**config.mk**
```make
export PLATFORM = sky130hd
export DESIGN_NAME = polar_systematic_encoder_core
export DESIGN_NICKNAME = d
export VERILOG_FILES = /design/src/rtl/pse_pkg.sv /design/src/rtl/polar_systematic_encoder_core.sv /design/src/rtl/pse_ctrl.sv /design/src/rtl/pse_dp.sv
export SDC_FILE = /design/constraint.sdc
export NUM_CORES = 1
export LEC_CHECK = 0
export BUFFER_PORTS_ARGS = -buffer_cell sky130_fd_sc_hd__clkbuf_2
export CORE_ASPECT_RATIO = 0.9
export CORE_MARGIN = 2
export CORE_UTILIZATION = 50
export DETAILED_ROUTE_END_ITERATION = 10
export PLACE_DENSITY = 0.71
export SKIP_CTS_REPAIR_TIMING = 1
export SYNTH_ARGS = -nofsm -noshare
export SYNTH_HDL_FRONTEND = slang
export SYNTH_SLANG_ARGS = --single-unit
export TNS_END_PERCENT = 50
```
**constraint.sdc**
```tcl
create_clock -name i_clk -period 3.48 [get_ports i_clk]
set_input_delay 0.522 -clock i_clk [delete_from_list [all_inputs] [get_ports i_clk]]
set_output_delay 0.522 -clock i_clk [all_outputs]
set_load 0.005 [all_outputs]
```
**src/rtl/pse_pkg.sv**
```systemverilog
// Shared types, constants and helper functions of the systematic polar encoder.
package pse_pkg;

    localparam int CODE_LENGTH = 64;
    localparam int IDX_W       = 6;
    localparam int PTR_W       = 7;

    typedef logic [CODE_LENGTH-1:0] t_word;

    typedef enum logic [2:0] {
        ST_IDLE,
        ST_SEEK,
        ST_CHECK,
        ST_SOLVE,
        ST_EMIT
    } t_state;

    typedef struct packed {
        logic accept;
        logic ptr_step;
        logic place;
        logic solve_init;
        logic solve_step;
        logic emit_init;
        logic emit_step;
        logic frame_clear;
    } t_cmd;

    typedef struct packed {
        logic ptr_end;
        logic ptr_frozen;
        logic idx_zero;
        logic idx_last;
    } t_status;

    // Bit j is set when index j covers every one bit of idx, i.e. the rows
    // of the polar generator that reach column idx.
    function automatic t_word f_sup_mask(input logic [IDX_W-1:0] idx);
        t_word m;
        m = '0;
        for (int j = 0; j < CODE_LENGTH; j++) begin
            m[j] = ((IDX_W'(j) & idx) == idx);
        end
        return m;
    endfunction

endpackage

```
**src/rtl/polar_systematic_encoder_core.sv**
```systemverilog
// Top level of the systematic polar encoder: controller plus datapath.
//
//  Channel   Direction  Handshake                      Payload
//  --------  ---------  -----------------------------  ---------------------------------
//  input     in         start high while busy is low   i_info_bit
//  result    out        o_strobe, one cycle per item   o_code_bit, o_code_index, o_code_last
//  config    in         i_cfg_we                       i_cfg_wdata (frozen mask)
//
// An item is taken in during an idle cycle. The seek state then walks to the next
// free position and places it there, and the check state looks for a free position
// after it; both step over frozen positions one by one. Frozen positions that lie
// between two free ones are walked twice, once after the earlier item is placed
// and again by the search of the next item.
// When the frame closes, the solve finds one source bit per cycle through the shared
// parity tree, from the top index down, and the emission then gives one code bit per
// cycle, each shown on the output registers in the cycle after it is computed.
// Reset is synchronous and active low; it clears the mask, the frame and the
// controller. The receiver cannot stall, so no item is ever held back at the output.
module polar_systematic_encoder_core
    import pse_pkg::*;
(
    input  logic             i_clk,
    input  logic             i_rst_n,
    input  logic             start,
    output logic             busy,
    input  logic             i_info_bit,
    input  logic             i_cfg_we,
    input  t_word            i_cfg_wdata,
    output logic             o_strobe,
    output logic             o_code_bit,
    output logic [IDX_W-1:0] o_code_index,
    output logic             o_code_last
);

    t_cmd    cmd;
    t_status status;

    // The controller sequences loading, the back substitution and the emission.
    pse_ctrl u_ctrl (
        .i_clk    (i_clk),
        .i_rst_n  (i_rst_n),
        .i_start  (start),
        .i_status (status),
        .o_cmd    (cmd),
        .o_busy   (busy)
    );

    // The datapath holds all frame state and computes each bit with one
    // masked parity over the source word.
    pse_dp u_dp (
        .i_clk        (i_clk),
        .i_rst_n      (i_rst_n),
        .i_cfg_we     (i_cfg_we),
        .i_cfg_wdata  (i_cfg_wdata),
        .i_info_bit   (i_info_bit),
        .i_cmd        (cmd),
        .o_status     (status),
        .o_strobe     (o_strobe),
        .o_code_bit   (o_code_bit),
        .o_code_index (o_code_index),
        .o_code_last  (o_code_last)
    );

endmodule

```
**src/rtl/pse_ctrl.sv**
```systemverilog
// Controller state machine of the systematic polar encoder.
module pse_ctrl
    import pse_pkg::*;
(
    input  logic    i_clk,
    input  logic    i_rst_n,
    input  logic    i_start,
    input  t_status i_status,
    output t_cmd    o_cmd,
    output logic    o_busy
);

    t_state r_state;
    t_state n_state;

    always_ff @(posedge i_clk) begin
        if (!i_rst_n) begin
            r_state <= ST_IDLE;
        end else begin
            r_state <= n_state;
        end
    end

    always_comb begin
        n_state = r_state;
        o_cmd   = '0;
        o_busy  = 1'b1;
        unique case (r_state)
            ST_IDLE: begin
                o_busy = 1'b0;
                if (i_start) begin
                    o_cmd.accept = 1'b1;
                    n_state      = ST_SEEK;
                end
            end
            ST_SEEK: begin
                // No free position left: the item is dropped and the frame closes.
                if (i_status.ptr_end) begin
                    o_cmd.solve_init = 1'b1;
                    n_state          = ST_SOLVE;
                end else if (i_status.ptr_frozen) begin
                    o_cmd.ptr_step = 1'b1;
                end else begin
                    o_cmd.place = 1'b1;
                    n_state     = ST_CHECK;
                end
            end
            ST_CHECK: begin
                if (i_status.ptr_end) begin
                    o_cmd.solve_init = 1'b1;
                    n_state          = ST_SOLVE;
                end else if (i_status.ptr_frozen) begin
                    o_cmd.ptr_step = 1'b1;
                end else begin
                    n_state = ST_IDLE;
                end
            end
            ST_SOLVE: begin
                o_cmd.solve_step = 1'b1;
                if (i_status.idx_zero) begin
                    o_cmd.emit_init = 1'b1;
                    n_state         = ST_EMIT;
                end
            end
            ST_EMIT: begin
                o_cmd.emit_step = 1'b1;
                if (i_status.idx_last) begin
                    o_cmd.frame_clear = 1'b1;
                    n_state           = ST_IDLE;
                end
            end
            default: begin
                n_state = ST_IDLE;
            end
        endcase
    end

endmodule

```
**src/rtl/pse_dp.sv**
```systemverilog
// Datapath of the systematic polar encoder: mask, frame, source bits and the parity unit.
module pse_dp
    import pse_pkg::*;
(
    input  logic             i_clk,
    input  logic             i_rst_n,
    input  logic             i_cfg_we,
    input  t_word            i_cfg_wdata,
    input  logic             i_info_bit,
    input  t_cmd             i_cmd,
    output t_status          o_status,
    output logic             o_strobe,
    output logic             o_code_bit,
    output logic [IDX_W-1:0] o_code_index,
    output logic             o_code_last
);

    t_word            r_mask;
    t_word            r_frame;
    t_word            r_u;
    logic [PTR_W-1:0] r_fill;
    logic [PTR_W-1:0] r_ptr;
    logic [IDX_W-1:0] r_idx;
    logic             r_bit;
    logic             r_strobe;
    logic             r_code_bit;
    logic [IDX_W-1:0] r_code_index;
    logic             r_code_last;

    logic [IDX_W-1:0] ptr_pos;
    logic             parity;
    logic             idx_last;

    assign ptr_pos  = r_ptr[IDX_W-1:0];
    // One XOR tree serves both the back substitution and the code bit output.
    assign parity   = ^(r_u & f_sup_mask(r_idx));
    assign idx_last = (r_idx == IDX_W'(CODE_LENGTH - 1));

    assign o_status.ptr_end    = (r_ptr == PTR_W'(CODE_LENGTH));
    assign o_status.ptr_frozen = r_mask[ptr_pos];
    assign o_status.idx_zero   = (r_idx == '0);
    assign o_status.idx_last   = idx_last;

    always_ff @(posedge i_clk) begin
        if (!i_rst_n) begin
            r_mask   <= '0;
            r_frame  <= '0;
            r_fill   <= '0;
            r_strobe <= 1'b0;
        end else begin
            if (i_cfg_we) begin
                r_mask <= i_cfg_wdata;
            end
            if (i_cmd.frame_clear) begin
                r_frame <= '0;
                r_fill  <= '0;
            end else if (i_cmd.place) begin
                r_frame[ptr_pos] <= r_bit;
                r_fill           <= r_ptr + PTR_W'(1);
            end
            r_strobe <= i_cmd.emit_step;
        end
    end

    always_ff @(posedge i_clk) begin
        if (i_cmd.accept) begin
            r_bit <= i_info_bit;
            r_ptr <= r_fill;
        end else if (i_cmd.ptr_step || i_cmd.place) begin
            r_ptr <= r_ptr + PTR_W'(1);
        end

        if (i_cmd.solve_init) begin
            r_u <= '0;
        end else if (i_cmd.solve_step) begin
            // Source bits are found from the top index down; frozen ones stay zero.
            r_u[r_idx] <= ~r_mask[r_idx] & (r_frame[r_idx] ^ parity);
        end

        if (i_cmd.solve_init) begin
            r_idx <= IDX_W'(CODE_LENGTH - 1);
        end else if (i_cmd.emit_init) begin
            r_idx <= '0;
        end else if (i_cmd.solve_step) begin
            r_idx <= r_idx - IDX_W'(1);
        end else if (i_cmd.emit_step) begin
            r_idx <= r_idx + IDX_W'(1);
        end

        if (i_cmd.emit_step) begin
            r_code_bit   <= parity;
            r_code_index <= r_idx;
            r_code_last  <= idx_last;
        end
    end

    assign o_strobe     = r_strobe;
    assign o_code_bit   = r_code_bit;
    assign o_code_index = r_code_index;
    assign o_code_last  = r_code_last;

endmodule

```
==> results.md, run 1 <==
- Clock tree synthesis found a total of 225 sinks.
- The congestion estimate from routability-driven global placement came to 0.905.
- Detailed placement ended at an HPWL of 23.5 mm.
- STA puts the critical path data arrival time at 3.74 ns.
- The post-CTS clock slew at the launch and capture registers of the worst setup and hold paths is 0.06 ns.
- The sort of element at the start of the critical path is a flip-flop.
- The maximum vdd drop is 0.550 mV.
- The share of synthesized area occupied by flip-flops and latches is 0.391.
- The die outline area is 25100 sq um.
- Data on the critical path is required at its endpoint by 3.89 ns.
- At the end of the flow the core is filled with cells to 0.586.
- The number of antenna repair diodes is 0.
- The clock root buffer is sky130_fd_sc_hd__clkbuf_16.
- The number of synthesized flops with an enable pin is 16.
- The most common library cell in the layout ignoring fill and taps is sky130_fd_sc_hd__dfxtp_1.
- Dividing the final minimum period by the clock period gives 0.955.
- The tightest min-delay check is of the in -> reg type.
- For the worst-skew pair, the clock arrives at the later sink with an insertion delay of 0.52 ns.
- The overall routed net length is 35.9 mm.
- After global routing the overflow that remains totals 0.
- The worst slack at placement is 0.111 ns.
- Traced cell by cell, the critical path runs through inv_2, a32o_1, o21ai_0, nor3b_2, xnor3_1, or3_1, nand3_1, xnor2_1, xnor2_2, mux2i_4, buf_4, clkbuf_16, o21ai_2.
- For this configuration, the core starts out at a cell density of 0.510.
- For this design the top-level I/O count stands at 79.
- The largest net degree at the start of global routing is 72.
- Relative to the synthesized area, the layout overhead comes to 14.8%.
- The worst-path maximum fanout is 14.
- The family with the most delay on the worst path is simple AND/OR/NAND/NOR gates.
- The count of buffers added on input and output ports is 78.
- Across all hold checks on the routed design, the worst slack comes to 0.191 ns.
- The first global-routing pass estimated 55.2 mm of wire.
- The library cells used most frequently in the layout, excluding fill and tap cells, are 205 x sky130_fd_sc_hd__dfxtp_1, 139 x sky130_fd_sc_hd__nand3_1, 120 x sky130_fd_sc_hd__nand2_1, 94 x sky130_fd_sc_hd__mux2i_1, 92 x sky130_fd_sc_hd__o21ai_0.
- Dividing the detail-routed wire length by the instance count gives 20.3 um.
- For this design the static power due to leakage is 5.21 nW.
- The via count of the routed design is 10867.
- The largest single stage delay on the critical path is 0.54 ns.
- The Yosys warning count is 0.
- The initialized floorplan defines 53 standard-cell rows.
- For this design, the slowest cell found on the critical path is sky130_fd_sc_hd__dfxtp_2.
- Setup repair after global routing could not meet its margin everywhere.
- The count of endpoints failing hold in the final timing report is 0.
- The clock buffer count from CTS is 24.
- The critical path capture point type is a flip-flop.
- The post-synthesis cell type count is 67.
- The number of detailed-route iterations in the first pass is 6.
- The number of global-route vias before repair was 9981.
- The worst setup path is of the reg -> reg kind.
- In the final timing run, aggregate negative setup slack is 0 ns.
- The detail route stage leaves a number of antenna-violating nets equal to 0.
- Counting every instance in the synthesized netlist gives 1381.
- The share of layout cells above drive strength 1 is 0.195.
- The die is 151 um tall.
- The max-slew headroom at the worst pin is 0.317.
- On the final layout, the worst clock skew is 0.0153 ns.
- The max-slew violation count came to 0.
- Together, buffers and inverters on the worst path number 3.
- For this run, the total global-route usage over all layers was measured as 0.274.
- The initial antenna violation count came to 1.
- The run finished with clean final reports.
- The final routed DRC violation total is 0.
- TritonCTS built the clock tree.
- In this run the number of H-tree levels came out at 1.
- The DRC violation total after the first TritonRoute iteration is 1169.
- The mean instance size in the synthesized netlist is 8.65 sq um.
- In this run the horizontal extent of the chip is 167 um.
- The maximum number of buffers from clock root to sink is 3.
- In this run the standard cell core region covers 23400 sq um.
- The leading register cell type out of synthesis is sky130_fd_sc_hd__dfxtp_1.
- The minimum clock period is 3.32 ns.
- The max-capacitance violation count is 0.
- The power per standard cell area is 745 nW/um^2.
- The ratio of routed vias to standard cells is 6.15.
- Synthesis produced a netlist with a net count of 1457.
- Setup violations remaining at the end of the flow were counted as 0.
- Timing would allow up to 301 MHz.
- At the pin with the least slew margin, the transition time is 1.02 ns.
- The proportion of synthesized flip-flops having asynchronous set or reset is 0.
- The flip-flop and latch count after synthesis is 225.
- The overall power of the completed layout is 10.2 mW.
- The post-synthesis instance area is 11900 sq um.
- In the post-route analysis, the smallest setup slack over all paths is 0.155 ns.
- At the end of the flow, the number of nets in the layout was 1522.
## final cells by class
class                      count  area (sq um)
multi-input combinational   1029          6760
fill                        2034          9700
tap                          302           378
inverter                      19          71.3
clock buffer                  35           673
clock inverter                 9          92.6
timing repair buffer         147          1060
sequential                   225          4670
## sequential cells by signal, summed over array words and instances (netlist names)
signal and cells:
u_dp.r_idx 6, u_ctrl.r_state 3, u_dp.r_ptr 7, u_dp.r_bit 1, u_dp.r_fill 7, u_dp.r_u 64, u_dp.r_frame 64, u_dp.o_strobe 1
u_dp.o_code_index 6, u_dp.o_code_last 1, u_dp.r_mask 64, u_dp.o_code_bit 1
## metrics by stage
stage / instances / area (sq um)
global placement: 1713 / 12800
finish: 1766 / 13700
detailed placement: 1713 / 12800
global route: 1766 / 13700
floorplan: 1381 / 11900
CTS: 1757 / 13600
## synth_stat cells (3+ instances only)
cell type,number,area [sq um]
sky130_fd_sc_hd__o22ai_1,15,93.8
sky130_fd_sc_hd__mux2_2,18,203
sky130_fd_sc_hd__nand4_1,3,18.8
sky130_fd_sc_hd__xnor2_1,29,254
sky130_fd_sc_hd__and3b_1,3,26.3
sky130_fd_sc_hd__a21oi_1,84,420
sky130_fd_sc_hd__buf_1,9,33.8
sky130_fd_sc_hd__o21ai_2,53,464
sky130_fd_sc_hd__a221oi_1,7,61.3
sky130_fd_sc_hd__xor2_1,10,87.6
sky130_fd_sc_hd__and3_1,7,43.8
sky130_fd_sc_hd__mux2i_1,94,941
sky130_fd_sc_hd__and2_1,12,75.1
sky130_fd_sc_hd__o311ai_0,3,26.3
sky130_fd_sc_hd__edfxtp_1,16,480
sky130_fd_sc_hd__or3_1,6,37.5
sky130_fd_sc_hd__buf_2,20,100
sky130_fd_sc_hd__a31oi_1,4,25.0
sky130_fd_sc_hd__a221o_1,3,30.0
sky130_fd_sc_hd__dfxtp_1,209,4180
sky130_fd_sc_hd__nor4_1,3,18.8
sky130_fd_sc_hd__o221ai_1,12,105
sky130_fd_sc_hd__ha_1,6,75.1
sky130_fd_sc_hd__mux4_2,12,270
sky130_fd_sc_hd__nor2_1,77,289
sky130_fd_sc_hd__clkbuf_1,72,270
sky130_fd_sc_hd__buf_6,7,78.8
sky130_fd_sc_hd__o21ai_0,99,495
sky130_fd_sc_hd__a211oi_1,8,60.1
sky130_fd_sc_hd__nor2b_1,82,513
sky130_fd_sc_hd__inv_1,16,60.1
sky130_fd_sc_hd__o21ai_1,8,40.0
sky130_fd_sc_hd__nor3_1,22,110
sky130_fd_sc_hd__nand2b_1,7,43.8
sky130_fd_sc_hd__nand2_1,121,454
sky130_fd_sc_hd__nand3_1,140,701
sky130_fd_sc_hd__o211ai_1,5,37.5
sky130_fd_sc_hd__a22oi_1,13,97.6
sky130_fd_sc_hd__a32oi_1,4,35.0
sky130_fd_sc_hd__nor3b_1,9,67.6
sky130_fd_sc_hd__a22o_1,10,87.6
sky130_fd_sc_hd__xnor3_1,3,67.6
sky130_fd_sc_hd__o21bai_1,7,52.6
## report_power, final
part | switching (mW) | internal, mW
Sequential | 0.279 | 2.86
Clock | 1.05 | 1.49
Combinational | 2.85 | 1.68
Total | 4.18 | 6.03
## path summary, 6_finish.rpt
kind / startpoint / to / slack [ns] / cells after the start
worst min-delay path: i_info_bit / u_dp.r_bit / 0.19 / 1
worst max register to register: u_dp.r_idx[1] / u_dp.r_u[37] / 0.16 / 13
worst max-delay path: u_dp.r_idx[1] / u_dp.r_u[37] / 0.16 / 13
worst min register to register: u_dp.r_u[8] / u_dp.r_u[8] / 0.45 / 2
## cells by family after synthesis
| group | Yosys count | synth area share |
|---|---|---|
| and+or+nand+nor | 504 | 0.209 |
| AOI/OAI and AO/OA | 350 | 0.189 |
| DFF | 225 | 0.391 |
| buffers and inverters | 127 | 0.0464 |
| muxes | 125 | 0.120 |
| xor gates and xnor gates | 43 | 0.0356 |
| adders and majority gates | 7 | 0.00796 |
## routing by layer
metal	GRT usage	vias up	wire length [um]
met1	0.387	5165	16000
met5	0	-	13
met4	0.0888	2	1090
met2	0.430	510	15700
li1	-	5094	-
met3	0.0455	96	3160
No activity file was read; power rests on OpenSTA's default activity.
==> inputs of run 2 (changes only) <==
--- a/config.mk
+++ b/config.mk
@@ -5,6 +5,7 @@
 export SDC_FILE = /design/constraint.sdc
 export NUM_CORES = 1
 export LEC_CHECK = 0
+export ABC_AREA = 1
 export BUFFER_PORTS_ARGS = -buffer_cell sky130_fd_sc_hd__clkbuf_2
 export CORE_ASPECT_RATIO = 0.9
 export CORE_MARGIN = 2
==> run 2 against run 1 <==
Effect of this change:
- sequential power increased by 13%
- synthesized area up 6.1%
- clock power up 9.8%
- worst hold slack worse by 0.029 ns
- non-clock buffer count shrank 28
- die area grew 6.0%
- global-route usage up 3.1 points
- wire length up 14%
- count of clock-buffer cells in the layout rose by 1
- first-iteration DRC count increased by 53%
- highest routed layer is now met4
==> results.md, run 2 <==
- The post-synthesis instance area was 12700 sq um (+6.1%).
- The number of placed cells counting well taps is 2257 (+32%).
- The number of synthesized flops with an enable pin is 16 (unchanged).
- The static leakage power was 5.67 nW (+8.7%).
- The dominant cell by count in the synthesized netlist is sky130_fd_sc_hd__nand2_1.
- The required time of the critical path was 3.93 ns (+0.04 ns).
- The max-capacitance violation count was 0 (unchanged).
- By count the netlist is led by 408 x sky130_fd_sc_hd__nand2_1, 288 x sky130_fd_sc_hd__nor2_1, 209 x sky130_fd_sc_hd__dfxtp_1, 175 x sky130_fd_sc_hd__nand3_1, 174 x sky130_fd_sc_hd__o21ai_0.
- The clock latency of the later-clocked register in the worst-skew pair is 0.53 ns (about the same).
- The library cell used most frequently in the layout, excluding fill and tap cells, is sky130_fd_sc_hd__nand2_1.
- The count of endpoints failing hold in the final timing report is 0 (unchanged).
- The Yosys warning count is 0 (unchanged).
- The number of clock sinks is 225 (unchanged).
- The post-synthesis cell type count is 45 (-33%).
- The max-slew violation count is 0 (unchanged).
- The critical path capture point type is a flip-flop.
- The data arrival time of the critical path is 3.67 ns (-0.07 ns).
- Summed over all instances, the cell type with the most area after synthesis is sky130_fd_sc_hd__dfxtp_1.
- The min-delay analysis places its worst path in the category in -> reg.
- The number of global-route vias before repair is 12436 (+25%).
- The number of detailed-route iterations in the first pass is 7 (+1).
- By startpoint and endpoint, the worst setup path is classified as reg -> reg.
- The top achievable clock speed came to 310 MHz (+3.0%).
- The flip-flop and latch count after synthesis is 225 (unchanged).
- The largest net degree at the start of global routing came to 77 (+6.9%).
- The transition at the pin with the smallest max-transition slack came to 0.821 ns (-0.204 ns).
- The clock skew after layout was 0.00953 ns (-0.00575 ns).
- The share of layout cells above drive strength 1 came to 0.131 (-0.0640).
- The accumulated negative setup slack is 0 ns (unchanged).
- The number of standard cells in the final layout excluding fillers was 2301 (+30%).
- The largest registers in the layout are u_dp.r_frame x64, u_dp.r_mask x64, u_dp.r_u x64.
- The synthesized net count is 1974 (+35%).
- After synthesis, the cell types taking the most area are sky130_fd_sc_hd__dfxtp_1 33%, sky130_fd_sc_hd__nand2_1 12%, sky130_fd_sc_hd__nor2_1 8.5%, sky130_fd_sc_hd__nand3_1 6.9%, sky130_fd_sc_hd__o21ai_0 6.9%.
- The estimated wirelength of the detail-placed design is 27.6 mm (+18%).
- STA classifies the critical path startpoint as a flip-flop.
- The post-layout net count is 2018 (+33%).
- The power per standard cell area came to 925 nW/um^2 (+24%).
- The clock root buffer is sky130_fd_sc_hd__clkbuf_16.
- The maximum vdd drop is 1.18 mV (+120%).
- The area share of the largest cell type after synthesis is 0.330 (-0.0203).
- Setup repair after global routing left no endpoint under its margin.
- The gate count of the mapped netlist is 1898 (+37%).
- The clock buffer count from CTS came to 25 (+4.2%).
- The last weighted congestion value of the routability-driven placer is 0.982 (+8.5%).
- The share of synthesized area occupied by flip-flops and latches is 0.368 (-0.0226).
- The overall routed net length is 40.9 mm (+14%).
- The number of filler cells placed in the layout is 2440 (+20%).
- TritonCTS built the clock tree.
- The overall global routing resource usage was 0.305 (+0.0306).
- The total grt overflow came to 0 (unchanged).
- The number of antenna repair diodes is 0 (unchanged).
- The width of the chip came to 172 um (+3.0%).
- The leading register cell type out of synthesis is sky130_fd_sc_hd__dfxtp_1.
- The run finished with clean final reports.
- The placeable core area came to 25000 sq um (+7.0%).
- The number of rows in the core area came to 55 (+3.8%).
- The via count of the routed design is 13551 (+25%).
- The post-CTS clock slew at the launch and capture registers of the worst setup and hold paths came to 0.06 ns (about the same).
- The remaining antenna violation count after routing is 0 (unchanged).
- The per-cell routed wire length came to 17.8 um (-13%).
- The count of input and output buffers came to 78 (unchanged).
- Leaving out fill and tap cells, the most frequent cells in the layout are 408 x sky130_fd_sc_hd__nand2_1, 287 x sky130_fd_sc_hd__nor2_1, 209 x sky130_fd_sc_hd__dfxtp_1, 175 x sky130_fd_sc_hd__nand3_1, 174 x sky130_fd_sc_hd__o21ai_0.
- The global-route wire length before repair was 65.1 mm (+18%).
- The mean instance size in the synthesized netlist came to 6.68 sq um (-23%).
- The proportion of synthesized flip-flops having asynchronous set or reset is 0 (unchanged).
- The maximum number of buffers from clock root to sink is 3 (unchanged).
- The max-slew headroom at the worst pin is 0.453 (+0.136).
- The die outline area is 26600 sq um (+6.0%).
- The number of levels in the clock H-tree is 1 (unchanged).
- The number of top-level design ports came to 79 (unchanged).
- The final routed DRC violation total was 0 (unchanged).
- The ratio of routed vias to standard cells came to 5.89 (-4.3%).
- The initial antenna violation count came to 0 (-1).
- The initial core utilization is 0.506 (-0.00413).
- Relative to the synthesized area, the layout overhead comes to 12.0%.
- The minimum clock period was 3.23 ns (-0.0973 ns).
- The DRC violation total after the first TritonRoute iteration is 1792 (+53%).
- The worst-path maximum fanout was 76 (+62).
- The die height is 155 um (+2.9%).
- The setup violation total in the final timing report is 0 (unchanged).
- The final clock period utilization by the worst path is 0.927 (-0.0280).
## run 2: cell types whose count changed after synthesis, sizes merged, moves of 18 or more
cell and change:
nand4 +60, a21oi +105, nor2 +219, nand3 +42
clkbuf -22, nor2b -83, mux2 -18, xnor2 -30
mux2i -95, o22ai +22, nand2 +287, inv +130
## run 2: critical path, cell delays in order, from the launching register on
cell and delay (ns):
sky130_fd_sc_hd__edfxtp_1 0.58, sky130_fd_sc_hd__inv_2 0.13, sky130_fd_sc_hd__nand3_1 0.34, sky130_fd_sc_hd__inv_1 0.26
sky130_fd_sc_hd__a21oi_1 0.19, sky130_fd_sc_hd__nand4_1 0.20, sky130_fd_sc_hd__nand2_1 0.11, sky130_fd_sc_hd__nand2_1 0.09
sky130_fd_sc_hd__nor2_4 0.15, sky130_fd_sc_hd__nand3_2 0.28, sky130_fd_sc_hd__inv_2 0.16, sky130_fd_sc_hd__buf_12 0.30
sky130_fd_sc_hd__nand3_1 0.13, sky130_fd_sc_hd__a21oi_1 0.21
## run 2: power by group
part | switching [mW] | internal [mW] | total [mW]
clock network | 1.10 | 1.68 | 2.79
logic | 4.85 | 1.92 | 6.77
registers | 0.458 | 3.10 | 3.56
total | 6.41 | 6.71 | 13.1
## run 2: per-stage QoR
stage,power (mW),utilization,instance area (sq um),hold WS (ns),worst slack [ns]
global placement,10.1,0.532,13300,0.433,0.399
floorplan,8.31,-,12700,0.403,0.908
detailed placement,10.2,0.532,13300,0.442,0.374
CTS,13.0,0.567,14200,0.152,0.343
global route,13.8,0.567,14200,0.157,0.0262
finish,13.1,0.567,14200,0.163,0.253
## run 2: kinds of logic after synthesis
family,after synthesis,synth area share
AO/OA/AOI/OAI,439,0.204
XOR/XNOR,6,0.00415
adder cells (fa/ha/maj),7,0.00750
buffers and inverters,255,0.0879
flip-flops,225,0.368
AND/OR/NAND/NOR,966,0.328
## run 2: area by class of cell
| class | count | area [sq um] | share of cell area |
|---|---|---|---|
| Timing Repair Buffer | 119 | 761 | 0.0536 |
| Clock buffer | 36 | 737 | 0.0519 |
| Inverter | 153 | 574 | 0.0405 |
| Tap cell | 342 | 428 | 0.0301 |
| Sequential cell | 225 | 4660 | 0.329 |
| Multi-Input combinational cell | 1418 | 6910 | 0.487 |
| Clock inverter | 8 | 123 | 0.00864 |
## run 2: final timing paths
check / start / endpoint / slack, ns / cells past startpoint
worst max-delay path: u_dp.r_ptr[0] / u_dp.r_frame[57] / 0.25 / 13
worst min-delay path: i_info_bit / u_dp.r_bit / 0.16 / 1
worst max register to register: u_dp.r_ptr[0] / u_dp.r_frame[57] / 0.25 / 13
worst min register to register: u_dp.r_fill[1] / u_dp.r_fill[1] / 0.45 / 2
## run 2: per-layer routing
| metal | GRT usage | part of all wire | wire (um) |
|---|---|---|---|
| met5 | 0 | 0 | 0 |
| met4 | 0.106 | 0.037 | 1510 |
| met3 | 0.0514 | 0.097 | 3970 |
| met2 | 0.487 | 0.44 | 18000 |
| met1 | 0.416 | 0.43 | 17500 |
